### config.mk
export PLATFORM = sky130hd
export DESIGN_NAME = weighted_shortest_route_search_flat
export DESIGN_NICKNAME = d
export VERILOG_FILES = /design/src/wsr_pkg.sv /design/src/wsr_if.sv /design/src/weighted_shortest_route_search.sv /design/src/flat_wrapper.sv
export VERILOG_INCLUDE_DIRS = /design/src /design/src/src
export SDC_FILE = /design/constraint.sdc
export NUM_CORES = 2
export LEC_CHECK = 0
export ABC_AREA = 0
export ABC_CLOCK_PERIOD_IN_PS = 8000
export BUFFER_PORTS_ARGS = -buffer_cell sky130_fd_sc_hd__buf_2
export CAP_MARGIN = 20
export CORE_UTILIZATION = 50
export CTS_CLUSTER_DIAMETER = 40
export DETAILED_ROUTE_END_ITERATION = 7
export PLACE_DENSITY = 0.65
export SYNTH_ARGS = -nofsm -noshare
export SYNTH_HDL_FRONTEND = slang
export SYNTH_SLANG_ARGS = --single-unit
### constraint.sdc
create_clock -name clock -period 8 [get_ports clock]
set_input_delay 1.6 -clock clock [delete_from_list [all_inputs] [get_ports clock]]
set_output_delay 1.6 -clock clock [all_outputs]
set_load 0.1 [all_outputs]
### src/weighted_shortest_route_search_assert.svh
// Assertion macros for the shortest route search block.
`ifndef WEIGHTED_SHORTEST_ROUTE_SEARCH_ASSERT_SVH
`define WEIGHTED_SHORTEST_ROUTE_SEARCH_ASSERT_SVH

// Same-cycle implication, held off during reset.
`define WSR_ASSERT_IMPL(label, clk, rst, pre, post, msg) \
   label: assert property (@(posedge clk) disable iff (rst) (pre) |-> (post)) \
      else $error(msg);

// Next-cycle implication, held off during reset.
`define WSR_ASSERT_NEXT(label, clk, rst, pre, post, msg) \
   label: assert property (@(posedge clk) disable iff (rst) (pre) |=> (post)) \
      else $error(msg);

`endif

### src/wsr_pkg.sv
// Shared widths, codes and types of the shortest route search block.
package wsr_pkg;
   localparam int CityW         = 4;
   localparam int LenW          = 16;
   localparam int TotalW        = 20;
   localparam int StatusW       = 2;
   localparam int DistW         = 32;
   localparam int NodesDefault  = 16;
   localparam int DegreeDefault = 8;
   localparam logic [TotalW-1:0] TotalMax = '1;

   typedef enum logic {
      ACT_ADD   = 1'b0,
      ACT_ROUTE = 1'b1
   } action_type;

   typedef enum logic [StatusW-1:0] {
      ST_OK      = 2'd0,
      ST_UNKNOWN = 2'd1,
      ST_NO_PATH = 2'd2,
      ST_FULL    = 2'd3
   } status_type;

   typedef enum logic [3:0] {
      S_IDLE,
      S_ADD_A,
      S_ADD_B,
      S_RESP,
      S_POP,
      S_SCAN_RD,
      S_SCAN_EV,
      S_TRACE,
      S_EMIT
   } state_type;
endpackage

### src/wsr_if.sv
// Request and response channel interfaces of the shortest route search block.
interface wsr_req_if
   import wsr_pkg::*;
();
   logic                valid;
   logic                ready;
   logic                action;
   logic [CityW-1:0]    city_a;
   logic [CityW-1:0]    city_b;
   logic [LenW-1:0]     edge_distance;

   modport source(output valid, action, city_a, city_b, edge_distance, input ready);
   modport sink(input valid, action, city_a, city_b, edge_distance, output ready);
endinterface

interface wsr_rsp_if
   import wsr_pkg::*;
();
   logic                valid;
   logic                ready;
   logic [StatusW-1:0]  status;
   logic [CityW-1:0]    path_city;
   logic [TotalW-1:0]   total_distance;
   logic                last;

   modport source(output valid, status, path_city, total_distance, last, input ready);
   modport sink(input valid, status, path_city, total_distance, last, output ready);
endinterface

### src/weighted_shortest_route_search.sv
// Shortest route search over a stored undirected weighted graph.
//
// req channel: one request is an add-edge (action 0) or a route query (action 1).
// rsp channel: an add gives one response (ok, unknown city or list full); a query
// gives one response per city of the route, start first, with last on the final
// one, or a single unknown-city / no-path response.
// An add's response is loaded after its two adjacency writes, and the next
// request can be taken as soon as that response is loaded. A query takes each
// city from the waiting ring and scans its adjacency entries through the one-port
// adjacency memory, a read state then an evaluate state per entry; once the ring
// is empty it back-traces the route city by city and emits one response per city.
// One request is worked at a time; req ready is high whenever no request is in
// progress, also while the final response still waits in the output register.
// A stalled receiver holds the response register, and the block waits on it only
// when it has a new response to load. Reset (synchronous, active high) empties the
// graph; no clearing pass is needed, since the adjacency memory is only read below each city's fill count.
`include "weighted_shortest_route_search_assert.svh"
module weighted_shortest_route_search
   import wsr_pkg::*;
#(
   parameter int NODES  = NodesDefault,
   parameter int DEGREE = DegreeDefault
) (
   input  logic       clock,
   input  logic       reset,
   wsr_req_if.sink    req,
   wsr_rsp_if.source  rsp
);
   localparam int NW  = $clog2(NODES);
   localparam int CW  = $clog2(NODES + 1);
   localparam int DCW = $clog2(DEGREE + 1);
   localparam int AW  = $clog2(NODES * DEGREE);
   localparam int SW  = NW + 1;

   // adjacency memory: {neighbor city, edge length}
   logic [NW+LenW-1:0] adj_mem [NODES*DEGREE];
   logic [NW+LenW-1:0] rd_ff;

   logic [DCW-1:0]   cnt_ff [NODES];
   logic [NODES-1:0] reached_ff;
   logic [NODES-1:0] waiting_ff;
   logic [DistW-1:0] best_ff [NODES];
   logic [NW-1:0]    came_ff [NODES];
   logic [NW-1:0]    ring_ff [NODES];
   logic [NW-1:0]    stack_ff [NODES];

   state_type        state_ff, state_in;
   logic [NW-1:0]    a_ff, a_in, b_ff, b_in;
   logic [LenW-1:0]  len_ff, len_in;
   status_type       resp_st_ff, resp_st_in;
   logic [NW-1:0]    head_ff, head_in;
   logic [CW-1:0]    qcnt_ff, qcnt_in;
   logic [NW-1:0]    cur_ff, cur_in;
   logic [DistW-1:0] cur_dist_ff, cur_dist_in;
   logic [DCW-1:0]   cur_cnt_ff, cur_cnt_in;
   logic [DCW-1:0]   k_ff, k_in;
   logic [TotalW-1:0] total_ff, total_in;
   logic [NW-1:0]    trace_ff, trace_in;
   logic [NW-1:0]    n_ff, n_in;
   logic [NW-1:0]    p_ff, p_in;

   logic              rsp_valid_ff, rsp_valid_in;
   status_type        rsp_status_ff, rsp_status_in;
   logic [CityW-1:0]  rsp_city_ff, rsp_city_in;
   logic [TotalW-1:0] rsp_total_ff, rsp_total_in;
   logic              rsp_last_ff, rsp_last_in;
   logic              rsp_load;

   logic              mem_we, mem_re;
   logic [AW-1:0]     mem_waddr, mem_raddr;
   logic [NW+LenW-1:0] mem_wdata;
   logic              cnt_inc;
   logic [NW-1:0]     cnt_idx;
   logic              init_q, pop, relax, enq, stack_we;
   logic [NW-1:0]     stack_idx, stack_data;
   logic [NW-1:0]     nb;
   logic [DistW-1:0]  nd;
   logic [NW-1:0]     tail;
   logic [SW-1:0]     tail_sum;
   logic              out_free;
   logic              a_ok, b_ok, add_full;

   function automatic logic [AW-1:0] slot(input logic [NW-1:0] c, input logic [DCW-1:0] k);
      return AW'(c) * AW'(DEGREE) + AW'(k);
   endfunction

   assign nb       = rd_ff[NW+LenW-1:LenW];
   assign nd       = cur_dist_ff + DistW'(rd_ff[LenW-1:0]);
   assign tail_sum = SW'(head_ff) + SW'(qcnt_ff);
   assign tail     = (tail_sum >= SW'(NODES)) ? NW'(tail_sum - SW'(NODES)) : NW'(tail_sum);
   assign out_free = !rsp_valid_ff || rsp.ready;
   assign a_ok     = 32'(req.city_a) < NODES;
   assign b_ok     = 32'(req.city_b) < NODES;

   always_comb begin
      if (NW'(req.city_a) == NW'(req.city_b)) begin
         add_full = 32'(cnt_ff[NW'(req.city_a)]) + 2 > DEGREE;
      end else begin
         add_full = 32'(cnt_ff[NW'(req.city_a)]) >= DEGREE ||
                    32'(cnt_ff[NW'(req.city_b)]) >= DEGREE;
      end
   end

   always_comb begin
      state_in      = state_ff;
      a_in          = a_ff;
      b_in          = b_ff;
      len_in        = len_ff;
      resp_st_in    = resp_st_ff;
      head_in       = head_ff;
      qcnt_in       = qcnt_ff;
      cur_in        = cur_ff;
      cur_dist_in   = cur_dist_ff;
      cur_cnt_in    = cur_cnt_ff;
      k_in          = k_ff;
      total_in      = total_ff;
      trace_in      = trace_ff;
      n_in          = n_ff;
      p_in          = p_ff;
      rsp_valid_in  = rsp_valid_ff && !rsp.ready;
      rsp_load      = 1'b0;
      rsp_status_in = ST_OK;
      rsp_city_in   = '0;
      rsp_total_in  = '0;
      rsp_last_in   = 1'b1;
      mem_we        = 1'b0;
      mem_re        = 1'b0;
      mem_waddr     = slot(a_ff, cnt_ff[a_ff]);
      mem_wdata     = {b_ff, len_ff};
      mem_raddr     = slot(cur_ff, k_ff);
      cnt_inc       = 1'b0;
      cnt_idx       = a_ff;
      init_q        = 1'b0;
      pop           = 1'b0;
      relax         = 1'b0;
      enq           = 1'b0;
      stack_we      = 1'b0;
      stack_idx     = n_ff;
      stack_data    = trace_ff;
      req.ready     = (state_ff == S_IDLE);
      case (state_ff)
         S_IDLE: begin
            if (req.valid) begin
               a_in   = NW'(req.city_a);
               b_in   = NW'(req.city_b);
               len_in = req.edge_distance;
               if (!a_ok || !b_ok) begin
                  resp_st_in = ST_UNKNOWN;
                  state_in   = S_RESP;
               end else if (req.action == ACT_ADD) begin
                  if (add_full) begin
                     resp_st_in = ST_FULL;
                     state_in   = S_RESP;
                  end else begin
                     state_in = S_ADD_A;
                  end
               end else if (cnt_ff[NW'(req.city_a)] == '0 ||
                            cnt_ff[NW'(req.city_b)] == '0) begin
                  resp_st_in = ST_UNKNOWN;
                  state_in   = S_RESP;
               end else begin
                  init_q   = 1'b1;
                  head_in  = '0;
                  qcnt_in  = CW'(1);
                  state_in = S_POP;
               end
            end
         end
         S_ADD_A: begin
            mem_we   = 1'b1;
            cnt_inc  = 1'b1;
            state_in = S_ADD_B;
         end
         S_ADD_B: begin
            mem_we     = 1'b1;
            mem_waddr  = slot(b_ff, cnt_ff[b_ff]);
            mem_wdata  = {a_ff, len_ff};
            cnt_inc    = 1'b1;
            cnt_idx    = b_ff;
            resp_st_in = ST_OK;
            state_in   = S_RESP;
         end
         S_RESP: begin
            if (out_free) begin
               rsp_valid_in  = 1'b1;
               rsp_load      = 1'b1;
               rsp_status_in = resp_st_ff;
               state_in      = S_IDLE;
            end
         end
         S_POP: begin
            if (qcnt_ff == '0) begin
               if (!reached_ff[b_ff]) begin
                  resp_st_in = ST_NO_PATH;
                  state_in   = S_RESP;
               end else begin
                  total_in = (best_ff[b_ff] > DistW'(TotalMax)) ? TotalMax
                                                                 : TotalW'(best_ff[b_ff]);
                  trace_in = b_ff;
                  n_in     = '0;
                  state_in = S_TRACE;
               end
            end else begin
               pop         = 1'b1;
               cur_in      = ring_ff[head_ff];
               cur_dist_in = best_ff[ring_ff[head_ff]];
               cur_cnt_in  = cnt_ff[ring_ff[head_ff]];
               head_in     = (32'(head_ff) == NODES - 1) ? '0 : head_ff + 1'b1;
               qcnt_in     = qcnt_ff - 1'b1;
               k_in        = '0;
               state_in    = S_SCAN_RD;
            end
         end
         S_SCAN_RD: begin
            if (k_ff < cur_cnt_ff) begin
               mem_re   = 1'b1;
               state_in = S_SCAN_EV;
            end else begin
               state_in = S_POP;
            end
         end
         S_SCAN_EV: begin
            if (!reached_ff[nb] || nd < best_ff[nb]) begin
               relax = 1'b1;
               if (!waiting_ff[nb] && qcnt_ff < CW'(NODES)) begin
                  enq     = 1'b1;
                  qcnt_in = qcnt_ff + 1'b1;
               end
            end
            k_in     = k_ff + 1'b1;
            state_in = S_SCAN_RD;
         end
         S_TRACE: begin
            stack_we = 1'b1;
            if (trace_ff != a_ff && 32'(n_ff) < NODES - 1) begin
               n_in     = n_ff + 1'b1;
               trace_in = came_ff[trace_ff];
            end else begin
               stack_data = a_ff;
               p_in       = n_ff;
               state_in   = S_EMIT;
            end
         end
         S_EMIT: begin
            if (out_free) begin
               rsp_valid_in = 1'b1;
               rsp_load     = 1'b1;
               rsp_city_in  = CityW'(stack_ff[p_ff]);
               rsp_total_in = total_ff;
               rsp_last_in  = (p_ff == '0);
               if (p_ff == '0) begin
                  state_in = S_IDLE;
               end else begin
                  p_in = p_ff - 1'b1;
               end
            end
         end
         default: begin
            state_in = S_IDLE;
         end
      endcase
   end

   always_ff @(posedge clock) begin
      if (reset) begin
         state_ff     <= S_IDLE;
         rsp_valid_ff <= 1'b0;
         qcnt_ff      <= '0;
         head_ff      <= '0;
         reached_ff   <= '0;
         waiting_ff   <= '0;
         for (int i = 0; i < NODES; i++) begin
            cnt_ff[i] <= '0;
         end
      end else begin
         state_ff     <= state_in;
         rsp_valid_ff <= rsp_valid_in;
         qcnt_ff      <= qcnt_in;
         head_ff      <= head_in;
         if (cnt_inc) begin
            cnt_ff[cnt_idx] <= cnt_ff[cnt_idx] + 1'b1;
         end
         // new query: only the start city is reached and waiting
         if (init_q) begin
            reached_ff <= {{(NODES-1){1'b0}}, 1'b1} << a_in;
            waiting_ff <= {{(NODES-1){1'b0}}, 1'b1} << a_in;
         end
         if (pop) begin
            waiting_ff[ring_ff[head_ff]] <= 1'b0;
         end
         if (relax) begin
            reached_ff[nb] <= 1'b1;
         end
         if (enq) begin
            waiting_ff[nb] <= 1'b1;
         end
      end
   end

   always_ff @(posedge clock) begin
      a_ff        <= a_in;
      b_ff        <= b_in;
      len_ff      <= len_in;
      resp_st_ff  <= resp_st_in;
      cur_ff      <= cur_in;
      cur_dist_ff <= cur_dist_in;
      cur_cnt_ff  <= cur_cnt_in;
      k_ff        <= k_in;
      total_ff    <= total_in;
      trace_ff    <= trace_in;
      n_ff        <= n_in;
      p_ff        <= p_in;
      if (rsp_load) begin
         rsp_status_ff <= rsp_status_in;
         rsp_city_ff   <= rsp_city_in;
         rsp_total_ff  <= rsp_total_in;
         rsp_last_ff   <= rsp_last_in;
      end
      if (init_q) begin
         best_ff[a_in] <= '0;
         ring_ff[0]    <= a_in;
      end
      if (relax) begin
         best_ff[nb] <= nd;
         came_ff[nb] <= cur_ff;
      end
      if (enq) begin
         ring_ff[tail] <= nb;
      end
      if (stack_we) begin
         stack_ff[stack_idx] <= stack_data;
      end
   end

   always_ff @(posedge clock) begin
      if (mem_we) begin
         adj_mem[mem_waddr] <= mem_wdata;
      end
      if (mem_re) begin
         rd_ff <= adj_mem[mem_raddr];
      end
   end

   assign rsp.valid          = rsp_valid_ff;
   assign rsp.status         = rsp_status_ff;
   assign rsp.path_city      = rsp_city_ff;
   assign rsp.total_distance = rsp_total_ff;
   assign rsp.last           = rsp_last_ff;

   `WSR_ASSERT_NEXT(a_accept_busy, clock, reset, req.valid && req.ready,
      state_ff != S_IDLE, "request accepted but block stayed idle")
   `WSR_ASSERT_IMPL(a_scan_in_list, clock, reset, state_ff == S_SCAN_EV,
      k_ff < cur_cnt_ff, "adjacency scan past fill count")
   `WSR_ASSERT_IMPL(a_fail_zero, clock, reset, rsp_valid_ff && rsp_status_ff != ST_OK,
      rsp_city_ff == '0 && rsp_total_ff == '0 && rsp_last_ff,
      "failure response carries route data")
endmodule
### src/flat_wrapper.sv
// flat-port wrapper written by rule: the top's interface ports become plain ports
module weighted_shortest_route_search_flat import wsr_pkg::*;
#(
   parameter int NODES  = NodesDefault,
   parameter int DEGREE = DegreeDefault
)
  (clock, reset, req_valid, req_action, req_city_a, req_city_b, req_edge_distance, req_ready, rsp_valid, rsp_status, rsp_path_city, rsp_total_distance, rsp_last, rsp_ready);
  wsr_req_if req_i ();
  wsr_rsp_if rsp_i ();
  input  logic clock;
  input  logic reset;
  input wire logic [$bits(req_i.valid)-1:0] req_valid;
  input wire logic [$bits(req_i.action)-1:0] req_action;
  input wire logic [$bits(req_i.city_a)-1:0] req_city_a;
  input wire logic [$bits(req_i.city_b)-1:0] req_city_b;
  input wire logic [$bits(req_i.edge_distance)-1:0] req_edge_distance;
  output wire logic [$bits(req_i.ready)-1:0] req_ready;
  output wire logic [$bits(rsp_i.valid)-1:0] rsp_valid;
  output wire logic [$bits(rsp_i.status)-1:0] rsp_status;
  output wire logic [$bits(rsp_i.path_city)-1:0] rsp_path_city;
  output wire logic [$bits(rsp_i.total_distance)-1:0] rsp_total_distance;
  output wire logic [$bits(rsp_i.last)-1:0] rsp_last;
  input wire logic [$bits(rsp_i.ready)-1:0] rsp_ready;
  assign req_i.valid = req_valid;
  assign req_i.action = req_action;
  assign req_i.city_a = req_city_a;
  assign req_i.city_b = req_city_b;
  assign req_i.edge_distance = req_edge_distance;
  assign req_ready = req_i.ready;
  assign rsp_valid = rsp_i.valid;
  assign rsp_status = rsp_i.status;
  assign rsp_path_city = rsp_i.path_city;
  assign rsp_total_distance = rsp_i.total_distance;
  assign rsp_last = rsp_i.last;
  assign rsp_i.ready = rsp_ready;
  weighted_shortest_route_search #(.NODES(NODES), .DEGREE(DEGREE)) u_core (.clock(clock), .reset(reset), .req(req_i), .rsp(rsp_i));
endmodule
; ---- Word level (Yosys, flattened, before mapping)
; Memories as Yosys holds them, arrays and structs flattened. A register that Yosys moved wholly into a read port is not among the register bits.
; Index checks and enable logic that the tools add are counted.
[totals]
out_inout_bits = 29
elab_cells = 249
ff_bits = 135
memories = 6
mem_bits_rw = 3328
inputBits = 29
[classes]
eq_ne = 28
muxes = 120
bitwise = 5
shifts = 1
order_cmp = 14
addsub = 14
n_reduce_logical = 42
[memory_table]
columns = memory, words, word_bits, rd, rd_clocked_by_memory_dff, write_ports, line_no
row1 = u_core.adj_mem, 128, 20, 1, 1, 1, weighted_shortest_route_search.sv:36  ; logic [NW+LenW-1:0] adj_mem [NODES*DEGREE];
row2 = u_core.best_ff, 16, 32, 3, 2, 1, weighted_shortest_route_search.sv:42  ; logic [DistW-1:0] best_ff [NODES];
row3 = u_core.came_ff, 16, 4, 1, 1, 1, weighted_shortest_route_search.sv:43  ; logic [NW-1:0] came_ff [NODES];
row4 = u_core.cnt_ff, 16, 4, 6, 3, 16, weighted_shortest_route_search.sv:39  ; logic [DCW-1:0] cnt_ff [NODES];
row5 = u_core.ring_ff, 16, 4, 1, 1, 1, weighted_shortest_route_search.sv:44  ; logic [NW-1:0] ring_ff [NODES];
row6 = u_core.stack_ff, 16, 4, 1, 1, 1, weighted_shortest_route_search.sv:45  ; logic [NW-1:0] stack_ff [NODES];
[ops]
columns = op, count
row1 = $mux W4, 37
row2 = $mux W16, 8
row3 = $mux W1, 42
row4 = $pmux W4 S2, 5
row5 = $pmux W4 S9, 1
row6 = $add A32 B16 Y32, 1
row7 = $gt A32 B20 Y1 const B, 1
row8 = $gt A32 B4 Y1 const B, 1
row9 = $lt A32 B32 Y1, 1
row10 = $mux W32, 1
row11 = $or A16 B16 Y16, 2
row12 = $reduce_or A32 Y1, 1
row13 = $mux W5, 6
row14 = $add A7 B4 Y7, 3
row15 = $mux W20, 1
row16 = $add A4 B1 Y4 const B, 4
row17 = $and A16 B16 Y16, 1
row18 = $eq A4 B3 Y1 const B, 4
row19 = $logic_not A4 Y1, 4
row20 = $mux W2, 8
row21 = $ne A2 B1 Y1 const B, 8
row22 = $not A16 Y16, 1
row23 = $shl A1 B4 Y16 const A, 1
row24 = $lt A4 B5 Y1 const B, 3
row25 = 39 further kinds, 79

; ---- Longest topological paths before layout
; An unclocked memory read counts as a cell.
[depth]
depth_word = 14
mapped_depth = 22
mapped_depth_nobuf = 20

; ---- Worst setup path before layout
; OpenSTA, ideal clock, no wires.
[synth_timing]
path_kind = reg2reg
from = register u_core.state_ff[3]
to = memory u_core.best_ff[9][0] (enable)
t_arrival_ns = 7.359
required_time_ns = 7.579
path_stages_with_launch = 9
synth_period_minus_slack_ns = 7.780
setup_ns = 0.421
n_path_buf = 1
path_slack_ns = 0.220
path_cell_list = dfxtp_1 > clkbuf_1 > nor4_1 > nand2_1 > clkinv_1 > o211ai_1 > nor2_1 > a31oi_1 > nor2_1
[synth_via]
elab_cells_between_ends = 12
classes_between = 1 x eq/ne / 9 x mux / 2 x reduce/logical
[synth_lines]
columns = element, line_no
row1 = from (decl), weighted_shortest_route_search.sv:47  ; state_type state_ff, state_in;
row2 = from (signal assigned), weighted_shortest_route_search.sv:276  ; state_ff <= state_in;
row3 = $logic_not A4 Y1 (*), --
row4 = via req_ready, flat_wrapper.sv:17  ; output wire logic [$bits(req_i.ready)-1:0] req_ready;
row5 = $mux W1, weighted_shortest_route_search.sv:141  ; case (state_ff)
row6 = $mux W1, weighted_shortest_route_search.sv:319  ; if (init_q) begin
row7 = $mux W1 (implied by the code), weighted_shortest_route_search.sv:320  ; best_ff[a_in] <= '0;
row8 = $mux W1 (no line), --
row9 = to (decl), weighted_shortest_route_search.sv:42
; Mark *: on every way through the listed nets, which the timed path passes. The rest lies on a longest branch.

; ---- Final worst setup path
[layout_timing]
from = register u_core.rd_ff[17] (read register of u_core.adj_mem)
to = memory u_core.best_ff[13][5] (enable)
[layout_via]
elab_chain_len = 10
elab_cells_between_ends = 13
classes_between = 1 x order compare / 8 x mux / 3 x reduce/logical / 1 x memory
[layout_rtl]
columns = element, line_no
row1 = from (decl), weighted_shortest_route_search.sv:37  ; logic [NW+LenW-1:0] rd_ff;
row2 = branches (longest 10 deep; another with $mem_v2 Z16 W32), --
; Several ways; the timed one is not identified. The select of a mux whose other input is x is not followed.

==> flow_metrics.env <==
export IMPL_post_cts_resized=0
export IMPL_die_x_um=546
export IMPL_synth_distinct_cells=83
export IMPL_start_util=0.503
export IMPL_drt_total_wl_um=388000
export IMPL_synth_area_leaders="edfxtp_1 71%, mux4_2 21%, dfxtp_1 0.84%, nor2_1 0.81%, clkbuf_1 0.68%"
export IMPL_antenna_found_initial=20
export IMPL_outcome="finished with violations"
export IMPL_worstSetupPathType="reg2reg"
export IMPL_grt_pass1_vias=77133
export IMPL_report_final_slew_viol_count=0
export IMPL_synth_area_per_cell_um2=21.6
export IMPL_rsz0062_at_grt="no"
export IMPL_ctsHoldBuffers=0
export IMPL_grt_max_degree=124
export IMPL_worstSkewPairLatency_ns=0.93
export IMPL_min_delay_path_depth=2
export IMPL_grt_use_total=0.261
export IMPL_synth_fp_nets=6948
export IMPL_hold_viol=0
export IMPL_areaGrowthSynthToFinish_pct=15.7
export IMPL_fmax_mhz=150
export IMPL_stdcell_area_um2=171000
export IMPL_cts_root_buf="clkbuf_16"
export IMPL_regArea_um2=106000
export IMPL_cts_buffer_depth=4
export IMPL_maxSlewHeadroom=0.207
export IMPL_max_cap_violations=0
export IMPL_fin_crit_sh=0.835
export IMPL_drt_iter0_markers=9241
export IMPL_critical_path_required_ns=8.62
export IMPL_synth_top_cell_area_share=0.706
export IMPL_tightest_slew_ns=1.19
export IMPL_drive_gt1_frac=0.360
export IMPL_fin_worst_skew_ns=0.0577
export IMPL_setup_violations=0
export IMPL_post_cts_buffers=0
export IMPL_dr_pass1_iters=8
export IMPL_async_reset_ff_frac=0
export IMPL_ys_warn_count=0
export IMPL_total_power_mw=54.4
export IMPL_final_setup_tns_ns=0
export IMPL_yosysSeqAreaShare=0.715
export IMPL_worst_slack_ns=1.32
export IMPL_via_per_inst=6.55
export IMPL_period_minus_slack_ns=6.68
export IMPL_path_clk_slew_ns=0.06
export IMPL_synth_seq_cells=3535
export IMPL_irDropWorstVdd_v=0.000453
export IMPL_fillCellCount=20901
export IMPL_syn_inst=6846
export IMPL_cp_arrival_ns=7.29
export IMPL_layout_common_cells="3473 x edfxtp_1, 1385 x mux4_2, 482 x clkbuf_16"
export IMPL_final_net_count=7366
export IMPL_final_antenna_net_count=0
export IMPL_cp_start_kind="flop"
export IMPL_worstHoldPathType="reg2reg"
export IMPL_place_congestion=0.895
export IMPL_failed_checks="design-rule violations"
export IMPL_cts_buffers=475
export IMPL_core_area_um2=294000
export IMPL_dp_hpwl_um=228000
export IMPL_worstPathMaxFanout=24
export IMPL_io_buffers=57
export IMPL_synth_top_flop_cell="edfxtp_1"
export IMPL_placed_area_um2=154000
export IMPL_synth_area_um2=148000
export IMPL_leakage_nw=54.7
export IMPL_htreeDepth=5
export IMPL_final_core_util=0.582
export IMPL_cts_tree="built"
export IMPL_die_area_um2=298000
export IMPL_drc=38
export IMPL_boundaryPins=58
export IMPL_die_h_um=546
export IMPL_rr_worst_depth=15
export IMPL_synth_edf_count=3473
export IMPL_rows=199
export IMPL_gr_total_overflow=0
export IMPL_wl_per_cell_um=33.5
export IMPL_yosysTopAreaCell="edfxtp_1"
export IMPL_dp_slack_ns=1.51
export IMPL_cp_end_kind="flop"
export IMPL_grt_pass1_wl_um=559000
export IMPL_power_density_nw_per_um2=318
export IMPL_multi_input_area_um2=40900
export IMPL_clkSinkCount=3535
export IMPL_final_common_cell="edfxtp_1"
export IMPL_vias=75927
registers in the layout, summed over array words and instances (netlist names), 32 cells and up, named ones only:
register	flops
u_core.cnt_ff	64
u_core.adj_mem	2560
u_core.ring_ff	64
u_core.came_ff	64
u_core.best_ff	512
u_core.cur_dist_ff	32
u_core.stack_ff	64
cells in the mapped netlist, drive strengths merged, types with 11 or more instances:
cell,count
edfxtp,3473
a31oi,15
dfxtp,62
or2,26
nor2,327
nand3,49
mux4,1388
mux2i,68
nand2,161
ha,70
xor2,18
o21ai,87
buf,138
nor2b,15
nand2b,21
a21o,14
a21oi,59
and2,35
nor3,39
and3,45
clkbuf,268
or3,13
xnor2,31
nor4,60
o31ai,15
a22oi,55
o211ai,12
nand4,18
inv,88
a221oi,11
mux2,34
final cells by class:
class,count,area share
clock inverters,352,0.0236
clock buffers,524,0.0716
diodes,6,0.0000879
repair buffers,347,0.0174
flip-flops and latches,3535,0.618
well taps,3919,0.0287
inverters,89,0.00195
multi-input cells,2816,0.239
cells by family (layout without fill, tap and decap cells):
| group | Yosys count | after routing | synth area share |
|---|---|---|---|
| mux | 1490 | 1490 | 0.219 |
| xor+xnor | 49 | 49 | 0.00301 |
| simple gates | 851 | 851 | 0.0279 |
| buf+inv | 495 | 1312 | 0.0132 |
| other cells | 0 | 6 | 0 |
| fa+ha+maj | 73 | 73 | 0.00634 |
| compound gates | 353 | 353 | 0.0162 |
| flops | 3535 | 3535 | 0.715 |
worst max-delay path, cell delays in order, from the launching register on:
cell      delay, ns
edfxtp_1       1.14
buf_4          0.52
mux4_2         0.36
mux4_2         0.54
inv_1          0.12
ha_1           0.27
nand4_1        0.21
inv_1          0.07
a221oi_1       0.53
o31ai_1        0.28
o211ai_1       0.47
buf_4          0.26
nand2_1        0.09
a31oi_1        0.78
nor2_4         0.34
buf_4          0.35
path summary, 6_finish.rpt:
check	from	end	slack [ns]
min	u_core.reached_ff[3]$_SDFF_PP0_	u_core.reached_ff[3]$_SDFF_PP0_	0.49
max	u_core.rd_ff[17]$_DFFE_PP_	u_core.best_ff[13][5]$_DFFE_PP_	1.32
max reg2reg	u_core.rd_ff[17]$_DFFE_PP_	u_core.best_ff[13][5]$_DFFE_PP_	1.32
min reg2reg	u_core.reached_ff[3]$_SDFF_PP0_	u_core.reached_ff[3]$_SDFF_PP0_	0.49
layer usage:
metal | GRT usage | up-vias | routed length [µm]
met4 | 0.0876 | 8 | 13400
met3 | 0.0441 | 720 | 32100
li1 | - | 30339 | -
met5 | 0 | - | 59
met1 | 0.364 | 41010 | 152000
met2 | 0.422 | 3850 | 191000
power by group:
group / internal (mW) / switching, mW / total (mW)
Combinational: 3.46 / 6.77 / 10.2
Sequential: 22.2 / 0.444 / 22.7
Clock: 13.3 / 8.16 / 21.5
Total: 39.0 / 15.4 / 54.4
through the flow:
step / hold slack (ns) / std cells
after floorplan: 0.438 / 6846
after global placement: 0.469 / 10691
after detailed placement: 0.478 / 10691
after CTS: 0.486 / 11567
after global routing: 0.504 / 11584
final: 0.490 / 11588
(Power assumes the default switching activity.)
